==> config.mk <==
export PLATFORM = sky130hd
export DESIGN_NAME = crop_mirror_scale_writer_core
export DESIGN_NICKNAME = d
export VERILOG_FILES = /design/src/rtl/cmsw_pkg.sv /design/src/rtl/crop_mirror_scale_writer_core.sv /design/src/rtl/cmsw_cfg_regs.sv /design/src/rtl/cmsw_addr_gen.sv /design/src/rtl/cmsw_out_stage.sv
export SDC_FILE = /design/constraint.sdc
export NUM_CORES = 1
export LEC_CHECK = 0
export BUFFER_PORTS_ARGS = -buffer_cell sky130_fd_sc_hd__buf_2
export CORE_ASPECT_RATIO = 1.2
export CORE_MARGIN = 2
export CORE_UTILIZATION = 26
export DETAILED_ROUTE_END_ITERATION = 8
export PLACE_DENSITY = 0.44
export SLEW_MARGIN = 20
export SYNTH_ARGS = -nofsm -noshare
export SYNTH_HDL_FRONTEND = slang
export SYNTH_SLANG_ARGS = --single-unit
==> constraint.sdc <==
create_clock -name clk_i -period 6.55 [get_ports clk_i]
set_input_delay 1.31 -clock clk_i [delete_from_list [all_inputs] [get_ports clk_i]]
set_output_delay 1.31 -clock clk_i [all_outputs]
set_load 0.03 [all_outputs]
==> src/rtl/cmsw_pkg.sv <==
`timescale 1ns / 1ps

package cmsw_pkg;

  // Field and register widths
  localparam int PIX_W      = 16;
  localparam int IDX_W      = 24;
  localparam int DIM_W      = 13;
  localparam int OFF_W      = 12;
  localparam int CFG_IDX_W  = 3;
  localparam int CFG_DATA_W = 13;

  // Default largest plane dimension
  localparam int DEFAULT_MAX_DIM = 4096;

  // Configuration register indexes
  typedef enum logic [CFG_IDX_W-1:0] {
    REG_IN_WIDTH   = 3'd0,
    REG_IN_HEIGHT  = 3'd1,
    REG_OUT_WIDTH  = 3'd2,
    REG_OUT_HEIGHT = 3'd3,
    REG_ROW_OFFSET = 3'd4,
    REG_COL_OFFSET = 3'd5,
    REG_MIRROR     = 3'd6,
    REG_NO_ADJUST  = 3'd7
  } cfg_reg_e;

  // Configuration as seen by the datapath; sizes are already clamped
  typedef struct packed {
    logic [DIM_W-1:0] in_w;
    logic [DIM_W-1:0] in_h;
    logic [DIM_W-1:0] out_w;
    logic [DIM_W-1:0] out_h;
    logic [OFF_W-1:0] row_off;
    logic [OFF_W-1:0] col_off;
    logic             mirror;
    logic             no_adjust;
  } cfg_t;

  // One window pixel between the input stage and the output stage
  typedef struct packed {
    logic signed [PIX_W-1:0] pix;
    logic [IDX_W-1:0]        base;
    logic [DIM_W-1:0]        wcol;
  } beat_t;

endpackage

==> src/rtl/crop_mirror_scale_writer_core.sv <==
`timescale 1ns / 1ps
// An accepted window pixel enters the input register and moves on to the result
// register once that is free; the input register and the result register are the two stages.
// Throughput: one pixel per cycle; the input register and the result register
// each take a new beat while the next one drains, so only a stalled output stops it.
// Pixels outside the crop window are dropped and produce no output beat.
// Reset clears the row/column counters and valid flags and sets the config registers to their defaults.

module crop_mirror_scale_writer_core #(
  parameter int MAX_DIM = cmsw_pkg::DEFAULT_MAX_DIM
) (
  input  logic                               clk_i,
  input  logic                               rst_ni,
  input  logic                               cfg_we_i,
  input  logic [cmsw_pkg::CFG_IDX_W-1:0]     cfg_idx_i,
  input  logic [cmsw_pkg::CFG_DATA_W-1:0]    cfg_wdata_i,
  input  logic                               in_valid_i,
  output logic                               in_stall_o,
  input  logic signed [cmsw_pkg::PIX_W-1:0]  pixel_in_i,
  output logic                               out_valid_o,
  input  logic                               out_stall_i,
  output logic [cmsw_pkg::IDX_W-1:0]         dest_index_o,
  output logic signed [cmsw_pkg::PIX_W-1:0]  pixel_out_o
);

  cmsw_pkg::cfg_t  cfg;
  cmsw_pkg::beat_t beat;
  logic            beat_valid;
  logic            beat_ready;

  cmsw_cfg_regs #(
    .MAX_DIM (MAX_DIM)
  ) u_cfg (
    .clk_i       (clk_i),
    .rst_ni      (rst_ni),
    .cfg_we_i    (cfg_we_i),
    .cfg_idx_i   (cfg_idx_i),
    .cfg_wdata_i (cfg_wdata_i),
    .cfg_o       (cfg)
  );

  cmsw_addr_gen #(
    .MAX_DIM (MAX_DIM)
  ) u_addr (
    .clk_i        (clk_i),
    .rst_ni       (rst_ni),
    .cfg_i        (cfg),
    .in_valid_i   (in_valid_i),
    .in_stall_o   (in_stall_o),
    .pixel_in_i   (pixel_in_i),
    .beat_valid_o (beat_valid),
    .beat_ready_i (beat_ready),
    .beat_o       (beat)
  );

  cmsw_out_stage u_out (
    .clk_i        (clk_i),
    .rst_ni       (rst_ni),
    .no_adjust_i  (cfg.no_adjust),
    .beat_valid_i (beat_valid),
    .beat_ready_o (beat_ready),
    .beat_i       (beat),
    .out_valid_o  (out_valid_o),
    .out_stall_i  (out_stall_i),
    .dest_index_o (dest_index_o),
    .pixel_out_o  (pixel_out_o)
  );

  // Input only backs up when the output register is full and stalled
  in_backpressure: assert property (@(posedge clk_i) disable iff (!rst_ni)
    in_stall_o |-> (out_valid_o && out_stall_i))
    else $error("input stalled while output can drain");

endmodule

==> src/rtl/cmsw_cfg_regs.sv <==
`timescale 1ns / 1ps

module cmsw_cfg_regs #(
  parameter int MAX_DIM = cmsw_pkg::DEFAULT_MAX_DIM
) (
  input  logic                            clk_i,
  input  logic                            rst_ni,
  input  logic                            cfg_we_i,
  input  logic [cmsw_pkg::CFG_IDX_W-1:0]  cfg_idx_i,
  input  logic [cmsw_pkg::CFG_DATA_W-1:0] cfg_wdata_i,
  output cmsw_pkg::cfg_t                  cfg_o
);

  cmsw_pkg::cfg_t                cfg_q;
  logic [cmsw_pkg::DIM_W-1:0]    dim_clamped;
  cmsw_pkg::cfg_reg_e            reg_sel;

  assign reg_sel = cmsw_pkg::cfg_reg_e'(cfg_idx_i);

  // Sizes are clamped to 1..MAX_DIM on the way in
  always_comb begin
    dim_clamped = cfg_wdata_i[cmsw_pkg::DIM_W-1:0];
    if (dim_clamped == '0) begin
      dim_clamped = cmsw_pkg::DIM_W'(1);
    end else if (int'(dim_clamped) > MAX_DIM) begin
      dim_clamped = cmsw_pkg::DIM_W'(MAX_DIM);
    end
  end

  always_ff @(posedge clk_i or negedge rst_ni) begin
    if (!rst_ni) begin
      cfg_q.in_w      <= cmsw_pkg::DIM_W'(1);
      cfg_q.in_h      <= cmsw_pkg::DIM_W'(1);
      cfg_q.out_w     <= cmsw_pkg::DIM_W'(1);
      cfg_q.out_h     <= cmsw_pkg::DIM_W'(1);
      cfg_q.row_off   <= '0;
      cfg_q.col_off   <= '0;
      cfg_q.mirror    <= 1'b0;
      cfg_q.no_adjust <= 1'b0;
    end else if (cfg_we_i) begin
      case (reg_sel)
        cmsw_pkg::REG_IN_WIDTH:   cfg_q.in_w      <= dim_clamped;
        cmsw_pkg::REG_IN_HEIGHT:  cfg_q.in_h      <= dim_clamped;
        cmsw_pkg::REG_OUT_WIDTH:  cfg_q.out_w     <= dim_clamped;
        cmsw_pkg::REG_OUT_HEIGHT: cfg_q.out_h     <= dim_clamped;
        cmsw_pkg::REG_ROW_OFFSET: cfg_q.row_off   <= cfg_wdata_i[cmsw_pkg::OFF_W-1:0];
        cmsw_pkg::REG_COL_OFFSET: cfg_q.col_off   <= cfg_wdata_i[cmsw_pkg::OFF_W-1:0];
        cmsw_pkg::REG_MIRROR:     cfg_q.mirror    <= cfg_wdata_i[0];
        cmsw_pkg::REG_NO_ADJUST:  cfg_q.no_adjust <= cfg_wdata_i[0];
        default: ;
      endcase
    end
  end

  assign cfg_o = cfg_q;

endmodule

==> src/rtl/cmsw_addr_gen.sv <==
`timescale 1ns / 1ps

module cmsw_addr_gen #(
  parameter int MAX_DIM = cmsw_pkg::DEFAULT_MAX_DIM
) (
  input  logic                              clk_i,
  input  logic                              rst_ni,
  input  cmsw_pkg::cfg_t                    cfg_i,
  input  logic                              in_valid_i,
  output logic                              in_stall_o,
  input  logic signed [cmsw_pkg::PIX_W-1:0] pixel_in_i,
  output logic                              beat_valid_o,
  input  logic                              beat_ready_i,
  output cmsw_pkg::beat_t                   beat_o
);

  localparam int CW = (MAX_DIM > 2) ? $clog2(MAX_DIM) : 1;
  // signed compare width, wide enough for count, size and offset terms
  localparam int LW = ((CW > cmsw_pkg::DIM_W) ? CW : cmsw_pkg::DIM_W) + 2;

  logic [CW-1:0]                col_q, col_d;
  logic [CW-1:0]                row_q, row_d;
  logic [cmsw_pkg::IDX_W-1:0]   base_q, base_d;
  logic                         a_valid_q;
  cmsw_pkg::beat_t              a_beat_q;

  logic signed [LW-1:0] col_s, row_s, w_s, h_s, ow_s, oh_s, roff_s, coff_s;
  logic signed [LW-1:0] wrow, wcol;
  logic                 row_in, hit, col_end, row_end;
  logic                 a_ready, accept;

  // Widen everything to one signed width
  assign col_s  = signed'(LW'(col_q));
  assign row_s  = signed'(LW'(row_q));
  assign w_s    = signed'(LW'(cfg_i.in_w));
  assign h_s    = signed'(LW'(cfg_i.in_h));
  assign ow_s   = signed'(LW'(cfg_i.out_w));
  assign oh_s   = signed'(LW'(cfg_i.out_h));
  assign roff_s = signed'(LW'(cfg_i.row_off));
  assign coff_s = signed'(LW'(cfg_i.col_off));

  // Window position of the current pixel
  assign wrow   = row_s - roff_s;
  assign wcol   = cfg_i.mirror ? (w_s - coff_s - signed'(LW'(1)) - col_s)
                               : (col_s - coff_s);
  assign row_in = (wrow >= 0) && (wrow < oh_s);
  assign hit    = row_in && (wcol >= 0) && (wcol < ow_s);

  assign col_end = col_s >= (w_s - signed'(LW'(1)));
  assign row_end = row_s >= (h_s - signed'(LW'(1)));

  // Handshake: the stage takes a beat when empty or when it drains
  assign a_ready    = !a_valid_q || beat_ready_i;
  assign in_stall_o = !a_ready;
  assign accept     = in_valid_i && a_ready;

  // Raster counters, wrapping at row and plane end
  always_comb begin
    col_d  = col_q;
    row_d  = row_q;
    base_d = base_q;
    if (col_end) begin
      col_d = '0;
      if (row_in) begin
        base_d = base_q + cmsw_pkg::IDX_W'(cfg_i.out_w);
      end
      if (row_end) begin
        row_d  = '0;
        base_d = '0;
      end else begin
        row_d = row_q + CW'(1);
      end
    end else begin
      col_d = col_q + CW'(1);
    end
  end

  always_ff @(posedge clk_i or negedge rst_ni) begin
    if (!rst_ni) begin
      col_q     <= '0;
      row_q     <= '0;
      base_q    <= '0;
      a_valid_q <= 1'b0;
    end else begin
      if (accept) begin
        col_q  <= col_d;
        row_q  <= row_d;
        base_q <= base_d;
      end
      if (a_ready) begin
        a_valid_q <= accept && hit;
      end
    end
  end

  // Input register: pixel plus its destination terms
  always_ff @(posedge clk_i) begin
    if (accept) begin
      a_beat_q.pix  <= pixel_in_i;
      a_beat_q.base <= base_q;
      a_beat_q.wcol <= wcol[cmsw_pkg::DIM_W-1:0];
    end
  end

  assign beat_valid_o = a_valid_q;
  assign beat_o       = a_beat_q;

  // A held beat keeps its contents until the output stage takes it
  a_hold: assert property (@(posedge clk_i) disable iff (!rst_ni)
    (a_valid_q && !beat_ready_i) |=> (a_valid_q && $stable(a_beat_q)))
    else $error("input stage dropped or changed a held beat");

  // Column counter wraps to zero at the end of each row
  col_wrap: assert property (@(posedge clk_i) disable iff (!rst_ni)
    (accept && col_end) |=> (col_q == '0))
    else $error("column counter did not wrap");

endmodule

==> src/rtl/cmsw_out_stage.sv <==
`timescale 1ns / 1ps

module cmsw_out_stage (
  input  logic                               clk_i,
  input  logic                               rst_ni,
  input  logic                               no_adjust_i,
  input  logic                               beat_valid_i,
  output logic                               beat_ready_o,
  input  cmsw_pkg::beat_t                    beat_i,
  output logic                               out_valid_o,
  input  logic                               out_stall_i,
  output logic [cmsw_pkg::IDX_W-1:0]         dest_index_o,
  output logic signed [cmsw_pkg::PIX_W-1:0]  pixel_out_o
);

  logic                              b_valid_q;
  logic [cmsw_pkg::IDX_W-1:0]        idx_q, idx_d;
  logic signed [cmsw_pkg::PIX_W-1:0] pix_q, pix_d;
  logic signed [cmsw_pkg::PIX_W+1:0] twice, shifted;
  logic                              b_ready;

  assign b_ready = !b_valid_q || !out_stall_i;

  // Destination index: row base plus window column, modulo 2^24
  assign idx_d = beat_i.base + cmsw_pkg::IDX_W'(beat_i.wcol);

  // 2x - 1 in Q1.15, saturated at the bottom; no_adjust passes the pixel through
  assign twice   = {beat_i.pix[cmsw_pkg::PIX_W-1], beat_i.pix, 1'b0};
  assign shifted = twice - (cmsw_pkg::PIX_W+2)'(32768);

  always_comb begin
    if (no_adjust_i) begin
      pix_d = beat_i.pix;
    end else if (shifted < -(cmsw_pkg::PIX_W+2)'(32768)) begin
      pix_d = {1'b1, {(cmsw_pkg::PIX_W-1){1'b0}}};
    end else begin
      pix_d = shifted[cmsw_pkg::PIX_W-1:0];
    end
  end

  always_ff @(posedge clk_i or negedge rst_ni) begin
    if (!rst_ni) begin
      b_valid_q <= 1'b0;
    end else if (b_ready) begin
      b_valid_q <= beat_valid_i;
    end
  end

  // Result register
  always_ff @(posedge clk_i) begin
    if (b_ready && beat_valid_i) begin
      idx_q <= idx_d;
      pix_q <= pix_d;
    end
  end

  assign beat_ready_o = b_ready;
  assign out_valid_o  = b_valid_q;
  assign dest_index_o = idx_q;
  assign pixel_out_o  = pix_q;

  // The adjusted value 2x - 32768 is always even
  even_adj: assert property (@(posedge clk_i) disable iff (!rst_ni)
    (out_valid_o && !no_adjust_i) |-> (pixel_out_o[0] == 1'b0))
    else $error("adjusted pixel has odd value");

endmodule
==> key figures <==
Outcome
  • Status: completed

Route
  • Vias per cell: 4.74
  • Number of remaining DRC errors: 0
  • Drt pass-1 iters: 6
  • Total Routed Length: 36300 microns
  • Post-route ant nets: 0
  • Initial DRC count: 452
  • Wire per inst: 17.0 microns
  • Vias: 10.1k

Critical path
  • Worst path buffer plus inverter count: 2
  • Critical Path Max Stage Delay: 0.59 ns
  • Critical path type: reg2reg
  • CP Max Fanout: 4
  • Crit path DAT: 5.54 ns
  • Crit path max-delay family: compound AO/OA/AOI/OAI gates
  • WP data required: 7.02 ns
  • CP Launch Type: flop
  • CP Capture Type: flop
  • CP max-delay cell: a2111oi_0
  • Worst path cell trace: inv_1 -> ha_1 -> fa_1 -> nor2b_1 -> o21ai_0 -> o21ai_0 -> xor2_1 -> ha_1 -> inv_1 -> nor2_1 -> a2111oi_0 -> nor3_1 -> a211oi_1 -> nor2b_1 -> xnor2_1 -> o21ai_0 -> ha_1 -> a211oi_1 -> o2111a_1 -> o21ai_0 -> a2bb2oi_1
  • Most Frequent Cell on Critical Path: o21ai_0

Global route
  • First-pass GRT wire length: 56700 microns
  • Met1 Use GR: 0.178
  • GR Util All Layers: 0.136
  • Overflow after GRT: 0
  • Largest net degree at the start of global routing: 76
  • GR Layer Usage met3: 0.0187
  • GRT busiest layer: met2
  • GR Util met2: 0.228
  • Initial antenna violation count: 0
  • Vias in the first global route: 10.0k

STA
  • Fin Clk Skew: 0.00891 ns
  • Worst-margin pin slew: 0.876 ns
  • Fin. Hold Viols: 0
  • Post-route setup TNS: 0 ns
  • Relative slew slack: 0.413
  • Hold WS: 0.480 ns
  • Tmin final: 5.07 ns
  • Max frequency: 197 MHz
  • Worst setup slack after layout: 1.48 ns
  • # setup viols final: 0
  • Period utilization: 0.773
  • Final number of max-transition violations: 0
  • Unrepaired setup endpoints after global routing: false

Synth
  • Main synth FF type: dfrtp_1
  • Synthesized area: 13500 sq um
  • Post-synth EDFFs: 93
  • Warnings, synthesis: 0
  • Seq/Total Area, Yosys: 0.445
  • Syn avg cell area: 10.0 sq um
  • Synthesized flop and latch total: 221
  • Yosys cell types: 83
  • Fraction of registers with async set/reset: 0.579
  • Syn_nets: 1509
  • Cells after Synth: 1342

Floorplan
  • I/O pin count: 79
  • Total core area: 51400 sq um
  • Die H: 253 microns
  • Die area: 53700 sq um
  • Initial core utilization: 0.262
  • Core Rows: 91
  • Die W: 212 microns

Flow run
  • Max-Cap Viols: 0

Pwr
  • P per Cell Area: 377 nW/um^2
  • Max IR drop VDD: 0.143 mV
  • Power, Total: 5.88 mW
  • Leakage power: 6.57 nW

CTS
  • CTS Sinks: 221
  • Root Buffer: clkbuf_16
  • Max Root-Sink Buffers: 3
  • Setup Buffers After CTS: 0
  • Clk_lat worst skew: 0.55 ns
  • Resize count post-CTS: 0
  • TritonCTS buffer count: 27
  • Hold_buf cts: 0
  • CTS tree: done
  • H-tree Lvls: 1
  • Reg clk slew, reported paths: 0.06 ns

Placement
  • HPWL Detailed: 27800 microns
  • Buffers on Ports: 78
  • GPL Wtd Cong: 0.819
  • DP Area: 14700 sq um
  • DP Worst Slack: 1.46 ns
  • DP Cell Count: 2093

Cells and area
  • Net count, final: 1592
  • Ant diodes: 0
  • Layout cell share with drive strength beyond 1: 0.122
  • Final non-filler cell total: 2142
  • Final instance area: 15600 sq um
  • Fin util: 0.304
  • Area delta synth->final: 15.8%
  • Fill cells: 5355

Hold path
  • Worst hold path class: reg2reg
[report_power, final]
group,switching [mW],total [mW],internal (mW)
Sequential,0.191,1.90,1.71
Combinational,1.40,2.43,1.03
Clock,0.614,1.56,0.946
[flip-flops by register name, summed over array words and instances, names as in the netlist]
name	count
u_cfg.cfg_o	78
u_addr.beat_o	53
u_addr.base_q	24
u_out.dest_index_o	24
u_out.pixel_out_o	16
u_addr.col_q	12
u_addr.row_q	12
u_addr.beat_valid_o	1
u_out.out_valid_o	1
[path summary, 6_finish.rpt]
kind                       cells past startpoint       startpoint                   to  slack, ns
hold / removal                                 2  u_cfg.cfg_o[36]      u_cfg.cfg_o[36]       0.48
setup / recovery                              21  u_cfg.cfg_o[65]  u_addr.beat_valid_o       1.48
hold reg to reg                                2  u_cfg.cfg_o[36]      u_cfg.cfg_o[36]       0.48
max in group asynchronous                      2           rst_ni     u_addr.base_q[9]       4.46
setup reg to reg                              21  u_cfg.cfg_o[65]  u_addr.beat_valid_o       1.48
min in group asynchronous                      1           rst_ni      u_addr.col_q[5]       0.79
[tightest hold or removal path, cell delays in order (launching register included)]
cell	delay (ns)
dfrtp_1	0.34
nand2_1	0.04
o21ai_0	0.06
[logic make-up (layout without fill, tap and decap cells)]
kind of cell             count (synthesis)  after routing  synth area share
AND/OR/NAND/NOR                        395            395             0.143
flip-flops                             221            221             0.445
XOR/XNOR                                90             90            0.0585
AO/OA/AOI/OAI                          344            344             0.166
multiplexers                            30             30            0.0245
buffers and inverters                  131            234            0.0375
adder cells (fa/ha/maj)                131            131             0.125
[placed cells by master, fill, tap and decap left out, types with 24 or more instances in the layout]
cell       synthesis  routed
clkbuf_16          0      27
nand2_1          136     136
ha_1             124     124
a21oi_1           52      52
dfrtp_1          124     124
buf_2              1      77
o21ai_0          133     133
nor2_1            76      76
xnor2_1           60      60
mux2_2            24      24
xor2_1            30      30
nor3_1            30      30
nand2b_1          27      27
edfxtp_1          93      93
nand3_1           25      25
inv_1             99      99
[Yosys cell counts, types with 16 or more instances]
cell type,count,area [sq um]
o21ai_0,133,666
o31ai_1,16,120
a211oi_1,16,120
nor2_1,76,285
nand4_1,17,106
nand2b_1,27,169
edfxtp_1,93,2790
dfrtp_1,124,3100
nor3_1,30,150
xnor2_1,60,526
nand3_1,25,125
a21oi_1,52,260
clkbuf_1,25,93.8
xor2_1,30,263
nor2b_1,21,131
a22o_1,19,166
inv_1,99,372
mux2_2,24,270
ha_1,124,1550
a21o_1,18,135
nand2_1,136,510
[layout make-up]
class                      count  area, sq um  area share
clock inverter                14          178      0.0114
tap                          697          872      0.0559
sequential                   221         6000       0.385
timing repair buffer          85          449      0.0288
inverter                     100          375      0.0241
clock buffer                  35          736      0.0472
multi-input combinational    990         6990       0.448
[routing by layer]
metal  vias up  routed length (microns)
met5         -                        0
met4         0                     1340
met3        65                     1400
met2       181                    16800
met1      4833                    16800
li1       5067                        -
Note: power is estimated with default switching activity, not from simulation.
